### config.mk
export PLATFORM = sky130hd
export DESIGN_NAME = sampler_pad_loop_region_control
export DESIGN_NICKNAME = d
export VERILOG_FILES = /design/src/sv/splrc_pkg.sv /design/src/sv/splrc_front.sv /design/src/sv/splrc_back.sv /design/src/sv/sampler_pad_loop_region_control.sv
export SDC_FILE = /design/constraint.sdc
export NUM_CORES = 2
export LEC_CHECK = 0
export BUFFER_PORTS_ARGS = -buffer_cell sky130_fd_sc_hd__buf_2
export CAP_MARGIN = 0
export CORE_UTILIZATION = 30
export DETAILED_ROUTE_END_ITERATION = 8
export PLACE_DENSITY = 0.57
export SETUP_SLACK_MARGIN = 0.05
export SKIP_CTS_REPAIR_TIMING = 1
export SLEW_MARGIN = 20
export SYNTH_ARGS = -nofsm -noshare
export SYNTH_HDL_FRONTEND = slang
export SYNTH_HIERARCHICAL = 1
export SYNTH_SLANG_ARGS = --single-unit
### constraint.sdc
create_clock -name clk_i -period 6.7 [get_ports clk_i]
set_clock_uncertainty 0.05 [all_clocks]
set_input_delay 0.335 -clock clk_i [delete_from_list [all_inputs] [get_ports clk_i]]
set_output_delay 0.335 -clock clk_i [all_outputs]
set_load 0.05 [all_outputs]
### src/sv/splrc_pkg.sv
// ----------------------------------------------------------------------------
// splrc_pkg
// Types and constants shared by the sampler pad loop region control block.
// ----------------------------------------------------------------------------
`default_nettype none

package splrc_pkg;

  // Field widths
  localparam int unsigned FrameW = 24;
  localparam int unsigned IdW    = 4;
  localparam int unsigned LenW   = 13;
  localparam int unsigned CmdW   = 2;
  localparam int unsigned CountW = 4;

  // Largest frame value, also the reset length of the sample
  localparam logic [FrameW-1:0] FrameMax = {FrameW{1'b1}};

  // Depth of the queue between front and back
  localparam int unsigned QDepth = 2;
  localparam int unsigned QAw    = $clog2(QDepth);
  localparam int unsigned QCw    = $clog2(QDepth + 1);

  // Configuration register indexes
  localparam logic CfgSticky = 1'b0;
  localparam logic CfgTotal  = 1'b1;

  // Command codes on the input stream
  typedef enum logic [CmdW-1:0] {
    CMD_PRESS   = 2'd0,
    CMD_RELEASE = 2'd1,
    CMD_TICK    = 2'd2
  } cmd_e;

  // Work kinds after classification
  typedef enum logic [1:0] {
    K_PRESS   = 2'd0,
    K_RELEASE = 2'd1,
    K_TICK    = 2'd2,
    K_NOP     = 2'd3
  } kind_e;

  // Back-end sequencer states
  typedef enum logic [2:0] {
    ST_IDLE    = 3'd0,
    ST_WALK    = 3'd1,
    ST_EDIT    = 3'd2,
    ST_REFRESH = 3'd3,
    ST_TICK    = 3'd4,
    ST_DONE    = 3'd5
  } state_e;

  // One classified request
  typedef struct packed {
    kind_e             kind;
    logic [IdW-1:0]    pad_id;
    logic [FrameW-1:0] pad_start;
    logic [FrameW-1:0] pad_end;
    logic [LenW-1:0]   block_frames;
  } item_t;

  // One result
  typedef struct packed {
    logic              playing;
    logic [FrameW-1:0] play_frame;
    logic [FrameW-1:0] loop_start;
    logic [FrameW-1:0] loop_end;
    logic              looping;
    logic [CountW-1:0] held_count;
  } result_t;

endpackage

`default_nettype wire

### src/sv/splrc_front.sv
// ----------------------------------------------------------------------------
// splrc_front
// Accepts stream requests, classifies the command and queues them.
// ----------------------------------------------------------------------------
`default_nettype none

module splrc_front (
  input  wire logic                 clk_i,
  input  wire logic                 rst_ni,
  input  wire logic                 sticky_i,
  input  wire logic                 s_axis_tvalid,
  output logic                      s_axis_tready,
  input  wire logic [71:0]          s_axis_tdata,  // pad_id, pad_start, pad_end, block_frames
  input  wire logic [1:0]           s_axis_tuser,  // cmd
  output logic                      item_valid_o,
  input  wire logic                 item_ready_i,
  output splrc_pkg::item_t          item_o
);
  import splrc_pkg::*;

  item_t            fifo_q [QDepth];
  logic [QAw-1:0]   wr_ptr_q, wr_ptr_d;
  logic [QAw-1:0]   rd_ptr_q, rd_ptr_d;
  logic [QCw-1:0]   count_q, count_d;
  item_t            in_item;
  logic             push, pop;

  // Classify the command; releases are dropped in sticky mode
  always_comb begin
    in_item.pad_id       = s_axis_tdata[3:0];
    in_item.pad_start    = s_axis_tdata[27:4];
    in_item.pad_end      = s_axis_tdata[51:28];
    in_item.block_frames = s_axis_tdata[64:52];
    unique case (cmd_e'(s_axis_tuser))
      CMD_PRESS:   in_item.kind = K_PRESS;
      CMD_RELEASE: in_item.kind = sticky_i ? K_NOP : K_RELEASE;
      CMD_TICK:    in_item.kind = K_TICK;
      default:     in_item.kind = K_NOP;
    endcase
  end

  assign s_axis_tready = (count_q != QCw'(QDepth));
  assign item_valid_o  = (count_q != '0);
  assign item_o        = fifo_q[rd_ptr_q];
  assign push          = s_axis_tvalid && s_axis_tready;
  assign pop           = item_valid_o && item_ready_i;

  // Advance pointers and fill count
  always_comb begin
    wr_ptr_d = push ? wr_ptr_q + QAw'(1) : wr_ptr_q;
    rd_ptr_d = pop  ? rd_ptr_q + QAw'(1) : rd_ptr_q;
    count_d  = count_q;
    if (push && !pop) begin
      count_d = count_q + QCw'(1);
    end else if (pop && !push) begin
      count_d = count_q - QCw'(1);
    end
  end

  always_ff @(posedge clk_i or negedge rst_ni) begin
    if (!rst_ni) begin
      wr_ptr_q <= '0;
      rd_ptr_q <= '0;
      count_q  <= '0;
    end else begin
      wr_ptr_q <= wr_ptr_d;
      rd_ptr_q <= rd_ptr_d;
      count_q  <= count_d;
    end
  end

  // Hold queued requests
  always_ff @(posedge clk_i) begin
    if (push) begin
      fifo_q[wr_ptr_q] <= in_item;
    end
  end

endmodule

`default_nettype wire

### src/sv/splrc_back.sv
// ----------------------------------------------------------------------------
// splrc_back
// Sequencer that keeps the sorted held-pad list and the voice state.
// ----------------------------------------------------------------------------
`default_nettype none

module splrc_back #(
  parameter int unsigned MAX_HELD = 8
) (
  input  wire logic                        clk_i,
  input  wire logic                        rst_ni,
  input  wire logic                        sticky_i,
  input  wire logic [splrc_pkg::FrameW-1:0] total_frames_i,
  input  wire logic                        item_valid_i,
  output logic                             item_ready_o,
  input  wire splrc_pkg::item_t            item_i,
  output logic                             res_valid_o,
  input  wire logic                        res_ready_i,
  output splrc_pkg::result_t               res_o
);
  import splrc_pkg::*;

  localparam int unsigned Cw = $clog2(MAX_HELD + 1);
  localparam int unsigned Aw = (MAX_HELD > 1) ? $clog2(MAX_HELD) : 1;

  state_e            state_q, state_d;
  item_t             item_q, item_d;
  logic              was_empty_q, was_empty_d;
  logic [FrameW-1:0] old_front_q, old_front_d;
  logic [Cw-1:0]     idx_q, idx_d;
  logic              dup_q, dup_d;
  logic [Cw-1:0]     total_q, total_d;
  logic              playing_q, playing_d;
  logic              looping_q, looping_d;
  logic              pad_down_q, pad_down_d;
  logic [FrameW-1:0] act_start_q, act_start_d;
  logic [FrameW-1:0] pend_start_q, pend_start_d;
  logic [FrameW-1:0] act_end_q, act_end_d;
  logic [FrameW-1:0] read_q, read_d;

  // Held list, kept in order of start frame
  logic [IdW-1:0]    ids_q    [MAX_HELD];
  logic [FrameW-1:0] starts_q [MAX_HELD];
  logic [FrameW-1:0] ends_q   [MAX_HELD];
  logic [IdW-1:0]    ids_up   [MAX_HELD];
  logic [FrameW-1:0] starts_up[MAX_HELD];
  logic [FrameW-1:0] ends_up  [MAX_HELD];
  logic [IdW-1:0]    ids_dn   [MAX_HELD];
  logic [FrameW-1:0] starts_dn[MAX_HELD];
  logic [FrameW-1:0] ends_dn  [MAX_HELD];

  logic [Aw-1:0]     rd_addr;
  logic [Cw-1:0]     total_m1;
  logic [IdW-1:0]    rd_id;
  logic [FrameW-1:0] rd_start;
  logic [FrameW-1:0] rd_end;
  logic              at_end;
  logic              is_press;
  logic              full;
  logic              do_insert, do_remove;
  logic [FrameW-1:0] front_start;
  logic              ask_play;
  logic [FrameW-1:0] tk_read;
  logic              tk_playing;
  logic [FrameW:0]   tk_sum;
  logic [Cw+3:0]     count_ext;

  // Neighbour taps for shifting entries up or down
  for (genvar g = 0; g < MAX_HELD; g++) begin : g_tap
    if (g > 0) begin : g_up
      assign ids_up[g]    = ids_q[g-1];
      assign starts_up[g] = starts_q[g-1];
      assign ends_up[g]   = ends_q[g-1];
    end else begin : g_up0
      assign ids_up[g]    = ids_q[g];
      assign starts_up[g] = starts_q[g];
      assign ends_up[g]   = ends_q[g];
    end
    if (g < MAX_HELD - 1) begin : g_dn
      assign ids_dn[g]    = ids_q[g+1];
      assign starts_dn[g] = starts_q[g+1];
      assign ends_dn[g]   = ends_q[g+1];
    end else begin : g_dnl
      assign ids_dn[g]    = ids_q[g];
      assign starts_dn[g] = starts_q[g];
      assign ends_dn[g]   = ends_q[g];
    end
  end

  // Read port: walk index, or the last entry while refreshing; entry 0 is tapped apart
  assign total_m1    = total_q - Cw'(1);
  assign rd_addr     = (state_q == ST_REFRESH) ? total_m1[Aw-1:0] : idx_q[Aw-1:0];
  assign rd_id       = ids_q[rd_addr];
  assign rd_start    = starts_q[rd_addr];
  assign rd_end      = ends_q[rd_addr];
  assign front_start = starts_q[0];

  assign at_end    = (idx_q == total_q);
  assign is_press  = (item_q.kind == K_PRESS);
  assign full      = (total_q >= Cw'(MAX_HELD));
  assign do_insert = (state_q == ST_EDIT) && !dup_q && !full;
  assign do_remove = (state_q == ST_EDIT) && dup_q && !(is_press && !sticky_i);

  // Next state
  always_comb begin
    state_d = state_q;
    unique case (state_q)
      ST_IDLE: begin
        if (item_valid_i) begin
          unique case (item_i.kind)
            K_PRESS, K_RELEASE: state_d = ST_WALK;
            K_TICK:             state_d = ST_TICK;
            default:            state_d = ST_DONE;
          endcase
        end
      end
      ST_WALK: begin
        if (at_end) begin
          state_d = is_press ? ST_EDIT : ST_REFRESH;
        end else if ((is_press && (rd_start > item_q.pad_start)) ||
                     (rd_id == item_q.pad_id)) begin
          state_d = ST_EDIT;
        end
      end
      ST_EDIT: begin
        if (dup_q) begin
          state_d = (is_press && !sticky_i) ? ST_DONE : ST_REFRESH;
        end else begin
          state_d = full ? ST_DONE : ST_REFRESH;
        end
      end
      ST_REFRESH: state_d = ST_DONE;
      ST_TICK:    state_d = ST_DONE;
      ST_DONE: begin
        if (res_ready_i) begin
          state_d = ST_IDLE;
        end
      end
      default: state_d = ST_IDLE;
    endcase
  end

  // Handshake outputs
  always_comb begin
    item_ready_o = (state_q == ST_IDLE);
    res_valid_o  = (state_q == ST_DONE);
  end

  // Tick: loop back or stop at the end, then advance by one block while still playing
  always_comb begin
    tk_read    = read_q;
    tk_playing = playing_q;
    if (read_q >= act_end_q) begin
      if ((act_start_q == act_end_q) || !pad_down_q) begin
        tk_playing = 1'b0;
        tk_read    = total_frames_i;
      end else if (pend_start_q <= total_frames_i) begin
        tk_read = pend_start_q;
      end
    end
    tk_sum = {1'b0, tk_read} + {{(FrameW + 1 - LenW){1'b0}}, item_q.block_frames};
  end

  // A new front start asks for playback when the pending start is live
  assign ask_play = is_press && (was_empty_q || (front_start != old_front_q)) &&
                    (!looping_q || !playing_q || (act_start_q == front_start));

  // Datapath next values
  always_comb begin
    item_d       = item_q;
    was_empty_d  = was_empty_q;
    old_front_d  = old_front_q;
    idx_d        = idx_q;
    dup_d        = dup_q;
    total_d      = total_q;
    playing_d    = playing_q;
    looping_d    = looping_q;
    pad_down_d   = pad_down_q;
    act_start_d  = act_start_q;
    pend_start_d = pend_start_q;
    act_end_d    = act_end_q;
    read_d       = read_q;
    unique case (state_q)
      ST_IDLE: begin
        if (item_valid_i) begin
          item_d      = item_i;
          was_empty_d = (total_q == '0);
          old_front_d = front_start;
          idx_d       = '0;
          dup_d       = 1'b0;
        end
      end
      ST_WALK: begin
        if (!at_end) begin
          if (is_press && (rd_start > item_q.pad_start)) begin
            dup_d = 1'b0;
          end else if (rd_id == item_q.pad_id) begin
            dup_d = 1'b1;
          end else begin
            idx_d = idx_q + Cw'(1);
          end
        end
      end
      ST_EDIT: begin
        if (do_insert) begin
          total_d = total_q + Cw'(1);
        end else if (do_remove) begin
          total_d = total_m1;
        end
      end
      ST_REFRESH: begin
        if (total_q != '0) begin
          if (!looping_q || !playing_q) begin
            act_start_d = front_start;
          end
          pend_start_d = front_start;
          act_end_d    = rd_end;
          if (ask_play) begin
            playing_d = 1'b1;
            if (front_start <= total_frames_i) begin
              read_d = front_start;
            end
          end
        end
        if (is_press) begin
          pad_down_d = 1'b1;
        end else if (total_q == '0) begin
          pad_down_d = 1'b0;
        end
      end
      ST_TICK: begin
        looping_d = pad_down_q;
        playing_d = tk_playing;
        if (read_q >= act_end_q) begin
          if ((act_start_q == act_end_q) || !pad_down_q) begin
            act_start_d  = '0;
            pend_start_d = '0;
            act_end_d    = total_frames_i;
          end else begin
            act_start_d = pend_start_q;
          end
        end
        if (tk_playing) begin
          read_d = (tk_sum > {1'b0, total_frames_i}) ? total_frames_i : tk_sum[FrameW-1:0];
        end else begin
          read_d = tk_read;
        end
      end
      default: begin
      end
    endcase
  end

  // Control and voice state
  always_ff @(posedge clk_i or negedge rst_ni) begin
    if (!rst_ni) begin
      state_q      <= ST_IDLE;
      total_q      <= '0;
      playing_q    <= 1'b0;
      looping_q    <= 1'b0;
      pad_down_q   <= 1'b0;
      act_start_q  <= '0;
      pend_start_q <= '0;
      act_end_q    <= FrameMax;
      read_q       <= '0;
      idx_q        <= '0;
      dup_q        <= 1'b0;
      was_empty_q  <= 1'b0;
    end else begin
      state_q      <= state_d;
      total_q      <= total_d;
      playing_q    <= playing_d;
      looping_q    <= looping_d;
      pad_down_q   <= pad_down_d;
      act_start_q  <= act_start_d;
      pend_start_q <= pend_start_d;
      act_end_q    <= act_end_d;
      read_q       <= read_d;
      idx_q        <= idx_d;
      dup_q        <= dup_d;
      was_empty_q  <= was_empty_d;
    end
  end

  // Latched request payload
  always_ff @(posedge clk_i) begin
    item_q      <= item_d;
    old_front_q <= old_front_d;
  end

  // Shift entries to open or close a slot
  always_ff @(posedge clk_i) begin
    for (int i = 0; i < MAX_HELD; i++) begin
      if (do_insert) begin
        if (Cw'(i) == idx_q) begin
          ids_q[i]    <= item_q.pad_id;
          starts_q[i] <= item_q.pad_start;
          ends_q[i]   <= item_q.pad_end;
        end else if ((Cw'(i) > idx_q) && (Cw'(i) <= total_q)) begin
          ids_q[i]    <= ids_up[i];
          starts_q[i] <= starts_up[i];
          ends_q[i]   <= ends_up[i];
        end
      end else if (do_remove) begin
        if ((Cw'(i) >= idx_q) && (Cw'(i) < total_m1)) begin
          ids_q[i]    <= ids_dn[i];
          starts_q[i] <= starts_dn[i];
          ends_q[i]   <= ends_dn[i];
        end
      end
    end
  end

  // Result from the state after the request
  assign count_ext = {4'b0, total_q};
  always_comb begin
    res_o.playing    = playing_q;
    res_o.play_frame = read_q;
    res_o.loop_start = act_start_q;
    res_o.loop_end   = act_end_q;
    res_o.looping    = looping_q;
    res_o.held_count = count_ext[CountW-1:0];
  end

endmodule

`default_nettype wire

### src/sv/sampler_pad_loop_region_control.sv
// Sequencing: a tick runs through the tick state to the done state and the output register;
//   a press or release walks the list (reading one entry a cycle), then edits it and
//   refreshes as needed; a dropped request goes to done. The back sequencer works on one
//   request at a time while a 2-entry queue and the output register decouple.
// Reset (asynchronous, active low): empty list, voice stopped, loop end at
//   the largest frame, sticky mode off, sample length 16777215 frames.
// ----------------------------------------------------------------------------
// sampler_pad_loop_region_control
// Top level: configuration registers, front queue, back sequencer, output.
// ----------------------------------------------------------------------------
`default_nettype none

module sampler_pad_loop_region_control #(
  parameter int unsigned MAX_HELD = 8
) (
  input  wire logic        clk_i,
  input  wire logic        rst_ni,
  input  wire logic        s_axis_tvalid,
  output logic             s_axis_tready,
  input  wire logic [71:0] s_axis_tdata,  // pad_id, pad_start, pad_end, block_frames
  input  wire logic [1:0]  s_axis_tuser,  // cmd
  output logic             m_axis_tvalid,
  input  wire logic        m_axis_tready,
  output logic [79:0]      m_axis_tdata,  // playing, play_frame, loop_start, loop_end,
                                          // looping, held_count
  input  wire logic        cfg_valid_i,
  output logic             cfg_ready_o,
  input  wire logic        cfg_index_i,
  input  wire logic [23:0] cfg_data_i
);
  import splrc_pkg::*;

  logic              sticky_q;
  logic [FrameW-1:0] total_q;
  logic              item_valid, item_ready;
  item_t             item;
  logic              res_valid, res_ready;
  result_t           res;
  logic              out_valid_q, out_valid_d;
  result_t           out_q;

  // Configuration writes
  assign cfg_ready_o = 1'b1;

  always_ff @(posedge clk_i or negedge rst_ni) begin
    if (!rst_ni) begin
      sticky_q <= 1'b0;
      total_q  <= FrameMax;
    end else if (cfg_valid_i && cfg_ready_o) begin
      unique case (cfg_index_i)
        CfgSticky: sticky_q <= cfg_data_i[0];
        CfgTotal:  total_q  <= cfg_data_i;
        default:   sticky_q <= sticky_q;
      endcase
    end
  end

  splrc_front u_front (
    .clk_i        (clk_i),
    .rst_ni       (rst_ni),
    .sticky_i     (sticky_q),
    .s_axis_tvalid(s_axis_tvalid),
    .s_axis_tready(s_axis_tready),
    .s_axis_tdata (s_axis_tdata),
    .s_axis_tuser (s_axis_tuser),
    .item_valid_o (item_valid),
    .item_ready_i (item_ready),
    .item_o       (item)
  );

  splrc_back #(
    .MAX_HELD(MAX_HELD)
  ) u_back (
    .clk_i         (clk_i),
    .rst_ni        (rst_ni),
    .sticky_i      (sticky_q),
    .total_frames_i(total_q),
    .item_valid_i  (item_valid),
    .item_ready_o  (item_ready),
    .item_i        (item),
    .res_valid_o   (res_valid),
    .res_ready_i   (res_ready),
    .res_o         (res)
  );

  // Output register: take a result when empty or being drained
  assign res_ready = !out_valid_q || m_axis_tready;

  always_comb begin
    out_valid_d = out_valid_q;
    if (res_valid && res_ready) begin
      out_valid_d = 1'b1;
    end else if (m_axis_tready) begin
      out_valid_d = 1'b0;
    end
  end

  always_ff @(posedge clk_i or negedge rst_ni) begin
    if (!rst_ni) begin
      out_valid_q <= 1'b0;
    end else begin
      out_valid_q <= out_valid_d;
    end
  end

  always_ff @(posedge clk_i) begin
    if (res_valid && res_ready) begin
      out_q <= res;
    end
  end

  assign m_axis_tvalid = out_valid_q;
  assign m_axis_tdata  = {2'b00, out_q.held_count, out_q.looping, out_q.loop_end,
                          out_q.loop_start, out_q.play_frame, out_q.playing};

endmodule

`default_nettype wire
# Yosys cells after proc, flatten, opt, wreduce, memory -nomap -nowiden
# Memory sizes are Yosys's and may differ from the RTL's.
# Index checks and enable logic that the tools add are counted.
[classes] mux=194 multipliers=0 n_lt_le_gt_ge=38 div=0 reduce_logical=74 n_eq_ne=35 shift=0 bitwise_logic=49 add_sub_neg=8
[op_table] cell="$mux W24" count=48
[op_table] cell="$pmux W24 S2" count=4
[op_table] cell="$mux W1" count=103
[op_table] cell="$mux W4" count=22
[op_table] cell="$eq A24 B24 Y1" count=2
[op_table] cell="$le A24 B24 Y1" count=2
[op_table] cell="$or A1 B1 Y1" count=48
[op_table] cell="$logic_and A1 B1 Y1" count=29
[op_table] cell="$add A24 B13 Y25" count=1
[op_table] cell="$gt A25 B24 Y1" count=1
[op_table] cell="$ge A24 B24 Y1" count=1
[op_table] cell="$gt A24 B24 Y1" count=1
[op_table] cell="$mux W3" count=8
[op_table] cell="$ne A24 B24 Y1" count=1
[op_table] cell="$eq A3 B4 Y1 const A" count=4
[op_table] cell="$ge A3 B4 Y1 const A" count=4
[op_table] cell="$gt A3 B4 Y1 const A" count=4
[op_table] cell="$le A3 B4 Y1 const A" count=4
[op_table] cell="$lt A3 B4 Y1 const A" count=4
[op_table] cell="$reduce_and A4 Y1" count=4
[op_table] cell="$pmux W3 S5" count=1
[op_table] cell="$ne A2 B2 Y1 const B" count=7
[op_table] cell="$reduce_bool A2 Y1" count=7
[op_table] cell="$logic_not A1 Y1" count=10
[op_table] cell="other kinds (39)" count=78
[totals] mem_bits_rw=550 latch_bits=0 memories=4 elab_cells=432 input_bits=104 out_inout_bits=83 ff_bits=311 mem_bits_ro=0
[memory_table] memory="u_back.ends_q" words=8 word_bits=24 read_ports=9 rd_ports_with_merged_regs=0 write_ports=8 line="splrc_back.sv:44" rtl="logic [FrameW-1:0] ends_q [MAX_HELD];"
[memory_table] memory="u_back.starts_q" words=8 word_bits=24 read_ports=9 rd_ports_with_merged_regs=0 write_ports=8 line="splrc_back.sv:43" rtl="logic [FrameW-1:0] starts_q [MAX_HELD];"
[memory_table] memory="u_front.fifo_q" words=2 word_bits=67 read_ports=1 rd_ports_with_merged_regs=0 write_ports=1 line="splrc_front.sv:21" rtl="item_t fifo_q [QDepth];"
[memory_table] memory="u_back.ids_q" words=8 word_bits=4 read_ports=9 rd_ports_with_merged_regs=0 write_ports=8 line="splrc_back.sv:42" rtl="logic [IdW-1:0] ids_q [MAX_HELD];"

# Logic depth before layout (Yosys ltp)
[depth] ltp_word=9 depth_mapped=38 depth_no_buf=34

# By module
# The synthesis kept the hierarchy.
[modules_own_cells] module="splrc_back" area_per_inst_um2=36581.3 cells_per_inst=3175 seq_area_each_um2=18057.3 instances=1
[modules_own_cells] module="splrc_front" area_per_inst_um2=5131.2 cells_per_inst=229 seq_area_each_um2=4124.0 instances=1
[modules_own_cells] module="sampler_pad_loop_region_control" area_per_inst_um2=3463.3 cells_per_inst=141 seq_area_each_um2=3022.9 instances=1

# Worst setup path after synthesis
# OpenSTA, ideal clock, no wires.
[synth_path] kind="register to register" from="register u_back.act_end_q[17]" to="register u_back.read_q[20]" setup_ns=0.126 t_required_ns=6.524 path_buffers=4 period_less_slack_ns=7.281 setup_slack_ns=-0.581 path_stages_with_launch=37 arrival_ns=7.105 path_cell_list="dfstp_2 inv_1 ha_1 a21oi_1 o21ai_1 a221oi_1 o21ai_1 or2_1 buf_4 nand2_1 clkbuf_1 buf_1 a21oi_1 ha_1 fa_1 a21o_1 a21oi_1 or3_1 a21oi_1 nand2b_1 o41ai_1 a221oi_1 nand3_1 nor2_1 xnor2_1 ha_1 a21o_1 a21o_1 a21o_1 a21oi_1 o21ai_0 a311o_1 o211ai_1 o31a_1 buf_2 nor2_1 a221o_1"
[synth_via] elab_chain_cells=9 elab_cells_between_ends=12 cone_classes="1 x add/sub; 2 x order compare; 1 x eq/ne; 7 x mux; 1 x reduce/logical"
[synth_rtl] item="start, declared" line="splrc_back.sv:38" rtl="logic [FrameW-1:0] act_end_q, act_end_d;"
[synth_rtl] item="start signal, assigned" line="splrc_back.sv:264" rtl="act_end_q <= FrameMax;"
[synth_rtl] item="start signal, assigned" line="splrc_back.sv:277" rtl="act_end_q <= act_end_d;"
[synth_rtl] item="parallel branches: the longest is 7 deep, another holds $add A24 B13 Y25"
[synth_rtl] item="$mux W24 (*)" line="splrc_back.sv:243" rtl="if (tk_playing) begin"
[synth_rtl] item="$pmux W24 S2 (*)" line="splrc_back.sv:183" rtl="unique case (state_q)"
[synth_rtl] item="end signal, assigned" line="splrc_back.sv:278" rtl="read_q <= read_d;"
[synth_rtl] item="end, declared" line="splrc_back.sv:39" rtl="logic [FrameW-1:0] read_q, read_d;"
# Mark *: on every way between the ends.
# A chain may end at the register's enable or synchronous reset.

# Worst setup path after layout
[layout_path] from="register u_back.act_end_q[19]" to="register u_back.read_q[20]"
# Same word-level chain as after synthesis.

==> results by group <==
Run status
  • Status: finished with violations
  • Failing checks: negative setup slack

Timing
  • Setup violators final: 23
  • Rel. slew slack: 0.236
  • Final hold vios: 0
  • Slew @ Worst Pin: about 1.1 ns
  • Clock period minus worst slack: about 6.9 ns
  • Period utilisation layout: 1.03
  • Final worst slack: -0.211 ns
  • Unrepaired setup endpoints after global routing: true
  • Fin. max-slew vios: 0
  • Fmax: between 100 and 150 MHz

GRT
  • Vias in the first global route: between 30k and 40k
  • GR Overflow Total: 0
  • Largest net degree at the start of global routing: 87
  • Initial antenna violation count: 2
  • First-pass GRT wire length: ~220000 um
  • Total GRT Usage: 0.196

Synthesis
  • Seq cells post-synth: between 800 and 900
  • Largest area contributor in the netlist: edfxtp_1
  • EDFF count, synth: between 700 and 800
  • Post-Synthesis Cell Area: between 40000 and 50000 sq um
  • Main synth FF type: edfxtp_1
  • Register area share after synthesis: 0.558
  • Yosys cell types: 86
  • Synth warn: 6
  • Top area cells in the synthesized netlist: edfxtp_1 (48%), mux2i_1 (6.9%), dfrtp_1 (5.2%), mux4_2 (5.2%), mux2_2 (4.5%)
  • Synthesized instance count: approximately 3.5k
  • Async set-reset flop share out of synthesis: 0.165
  • Synth top area share: 0.478
  • Post-Syn Area per Cell: between 10 and 15 sq um

Critical path
  • RR Startpoint: u_back/act_end_q[19]$_DFFE_PN1P_
  • CP Capture Type: flip-flop
  • CP Data Arrival Time: 7.44 ns
  • Worst path max stage delay: approximately 0.52 ns
  • Maximum fanout along the worst path: 7
  • Worst EP required: 7.23 ns
  • R2R Setup Slk: -0.21 ns
  • RR Endpoint: u_back/read_q[20]$_DFFE_PN0P_
  • Slowest-stage cell, CP: dfstp_2
  • CP Launch Type: flip-flop
  • CP Class: reg2reg
  • Worst reg-to-reg path cell count: 35

Clock tree
  • Maximum root-to-sink buffer count: 3
  • Clk pin slew, worst setup/hold paths: 0.06 ns
  • H-tree level count: 3
  • CTS Buf Count: between 90 and 100
  • CTS root buf: clkbuf_16
  • Worst skew pair latency: about 0.75 ns
  • Clk sinks: ~860
  • CTS tree: yes

Cells and area
  • Layout Utilization: 0.368
  • Final net count: about 4.3k
  • Layout cell share with drive strength beyond 1: 0.284
  • Number of diodes: 0
  • Area delta synth->final: 21.9%

Power
  • Static Leak: 21.7 nW
  • Total power: 28.1 mW
  • Worst IR Drop VDD: 0.278 mV
  • Power Dens Cells: between 500 and 600 nW/um^2

Floorplan
  • Die Ht: between 300 and 400 um
  • Row count: about 140
  • Die X: 390 um
  • Core area: roughly 150000 sq um
  • I/O pins: between 150 and 200
  • Starting Density: 0.302
  • Die footprint: ~150000 sq um

Hold path
  • Hold Crit Class: in2async

Routing
  • Vias: between 30k and 40k
  • Avg WL per Cell: around 25 um
  • Pre-Repair DR Iteration Count: 6
  • Post-Route WL: 153000 um
  • Post-route antenna net violation count: 0
  • Remaining DRCs: 0
  • Via density: 5.26
  • Iter 0 DRT Violations: 2808

Placed design
  • Worst slack, placed: -0.498 ns
  • Post-DP HPWL: between 100000 and 150000 um
  • Port Buf Inserts: approximately 180
  • GPL Wtd Cong: between 0.9 and 1

Flow run
  • Max Cap Viol: 0
area by class of cell:
| cell class | count | area (sq um) |
|---|---|---|
| Fill cell | 14600 | 94500 |
| Sequential cell | 861 | 25200 |
| Multi-Input combinational cell | 2349 | 19300 |
| Timing Repair Buffer | 601 | 4390 |
| Tap cell | 2016 | 2520 |
| Clock buffer | 112 | 2490 |
| Clock inverter | 72 | 781 |
| Inverter | 102 | 385 |
kinds of logic (layout without fill, tap and decap cells):
kind of cell               Yosys count  in the layout  share of synthesized area
xor gates and xnor gates           108            108                     0.0209
adders and majority gates          142            142                     0.0395
muxes                              636            636                      0.179
other                                2              3                   0.000166
buffers and inverters              336            887                     0.0308
DFF                                861            861                      0.558
and+or+nand+nor                    733            733                     0.0703
AOI/OAI and AO/OA                  727            727                      0.101
through the flow:
stage,cell area [sq um],hold slack [ns],cells,setup TNS [ns]
floorplan,45300,-0.0106,3546,-0.448
global placement,50300,0.429,5821,-8.27
detailed placement,50300,0.448,5821,-10.0
CTS,53600,-0.342,6005,-10.93
global route,55100,0.180,6113,-9.46
finish,55100,0.239,6113,-3.38
synthesized netlist by cell type (all sizes together), types with 48 or more instances:
master	instances
edfxtp	719
nor2	340
a21oi	319
mux2i	312
mux2	220
nand2	207
clkbuf	148
ha	141
o21ai	133
mux4	104
inv	101
dfrtp	94
buf	86
xor2	57
xnor2	51
a22oi	49
dfstp	48
critical path, delay by kind of cell, from the launching register on:
family | cells | cell delay (ns)
AO/OA/AOI/OAI | 19 | 3.32
XOR/XNOR | 1 | 0.15
adder cells (fa/ha/maj) | 4 | 1.14
buffers and inverters | 3 | 0.38
flip-flops | 1 | 0.52
multiplexers | 1 | 0.25
AND/OR/NAND/NOR | 7 | 0.95
report_power, final:
part / switching (mW) / internal, mW / total [mW]
registers: 0.913 / 7.41 / 8.32
logic: 8.04 / 6.27 / 14.3
clock network: 2.34 / 3.16 / 5.50
placed cells by master, fill, tap and decap left out, drive strengths merged, types with 9 or more instances in the layout:
master,synthesis,layout
dfrtp,94,94
nand2,207,207
xnor2,51,51
a22o,26,26
xor2,57,57
mux4,104,104
dfstp,48,48
a31oi,30,30
edfxtp,719,719
o21a,14,14
clkinv,1,55
nand2b,14,14
nand4,35,35
ha,141,141
mux2i,312,312
nor4,15,15
nand3,38,38
mux2,220,220
bufinv,0,12
nor2,340,340
nor3,41,41
dlygate4sd3,0,94
a21oi,319,319
o22ai,9,9
o21ai,133,133
clkbuf,148,112
inv,101,105
o31ai,9,9
a22oi,49,49
buf,86,507
a21o,32,32
a221o,35,35
how the worst max path moves through the flow:
stage,depth (start not counted),slack [ns],start,to
5_1_grt,36,-0.47,u_back/act_end_q[19]$_DFFE_PN1P_,u_back/read_q[12]$_DFFE_PN0P_
3_3_place_gp,35,-0.42,u_back/act_end_q[15]$_DFFE_PN1P_,u_back/read_q[5]$_DFFE_PN0P_
3_5_place_dp,34,-0.50,u_back/act_end_q[6]$_DFFE_PN1P_,u_back/read_q[5]$_DFFE_PN0P_
6_report,35,-0.21,u_back/act_end_q[19]$_DFFE_PN1P_,u_back/read_q[20]$_DFFE_PN0P_
4_1_cts,35,-0.54,u_back/act_end_q[11]$_DFFE_PN1P_,u_back/read_q[5]$_DFFE_PN0P_
2_1_floorplan,36,-0.09,total_q[1]$_DFFE_PN1P_,u_back/read_q[19]$_DFFE_PN0P_
sequential cells by signal, summed over array words and instances, names as in the netlist, 2 cells and up:
register             flops
u_back/state_q           3
u_back/act_start_q      24
u_back/read_q           24
u_back/ends_q          192
u_back/ids_q            32
m_axis_tdata            78
total_q                 24
u_back/old_front_q      24
u_back/pend_start_q     24
u_back/idx_q             4
u_back/item_q           67
u_back/total_q           4
u_back/act_end_q        24
u_back/starts_q        192
u_front/fifo_q         134
u_front/count_q          2
per-layer routing:
layer / track usage / wire [um]
met2: 0.313 / 70700
met5: 0 / 0
met3: 0.0336 / 10500
met1: 0.265 / 65600
met4: 0.0768 / 5960
Power figures use the tool's default switching activity.
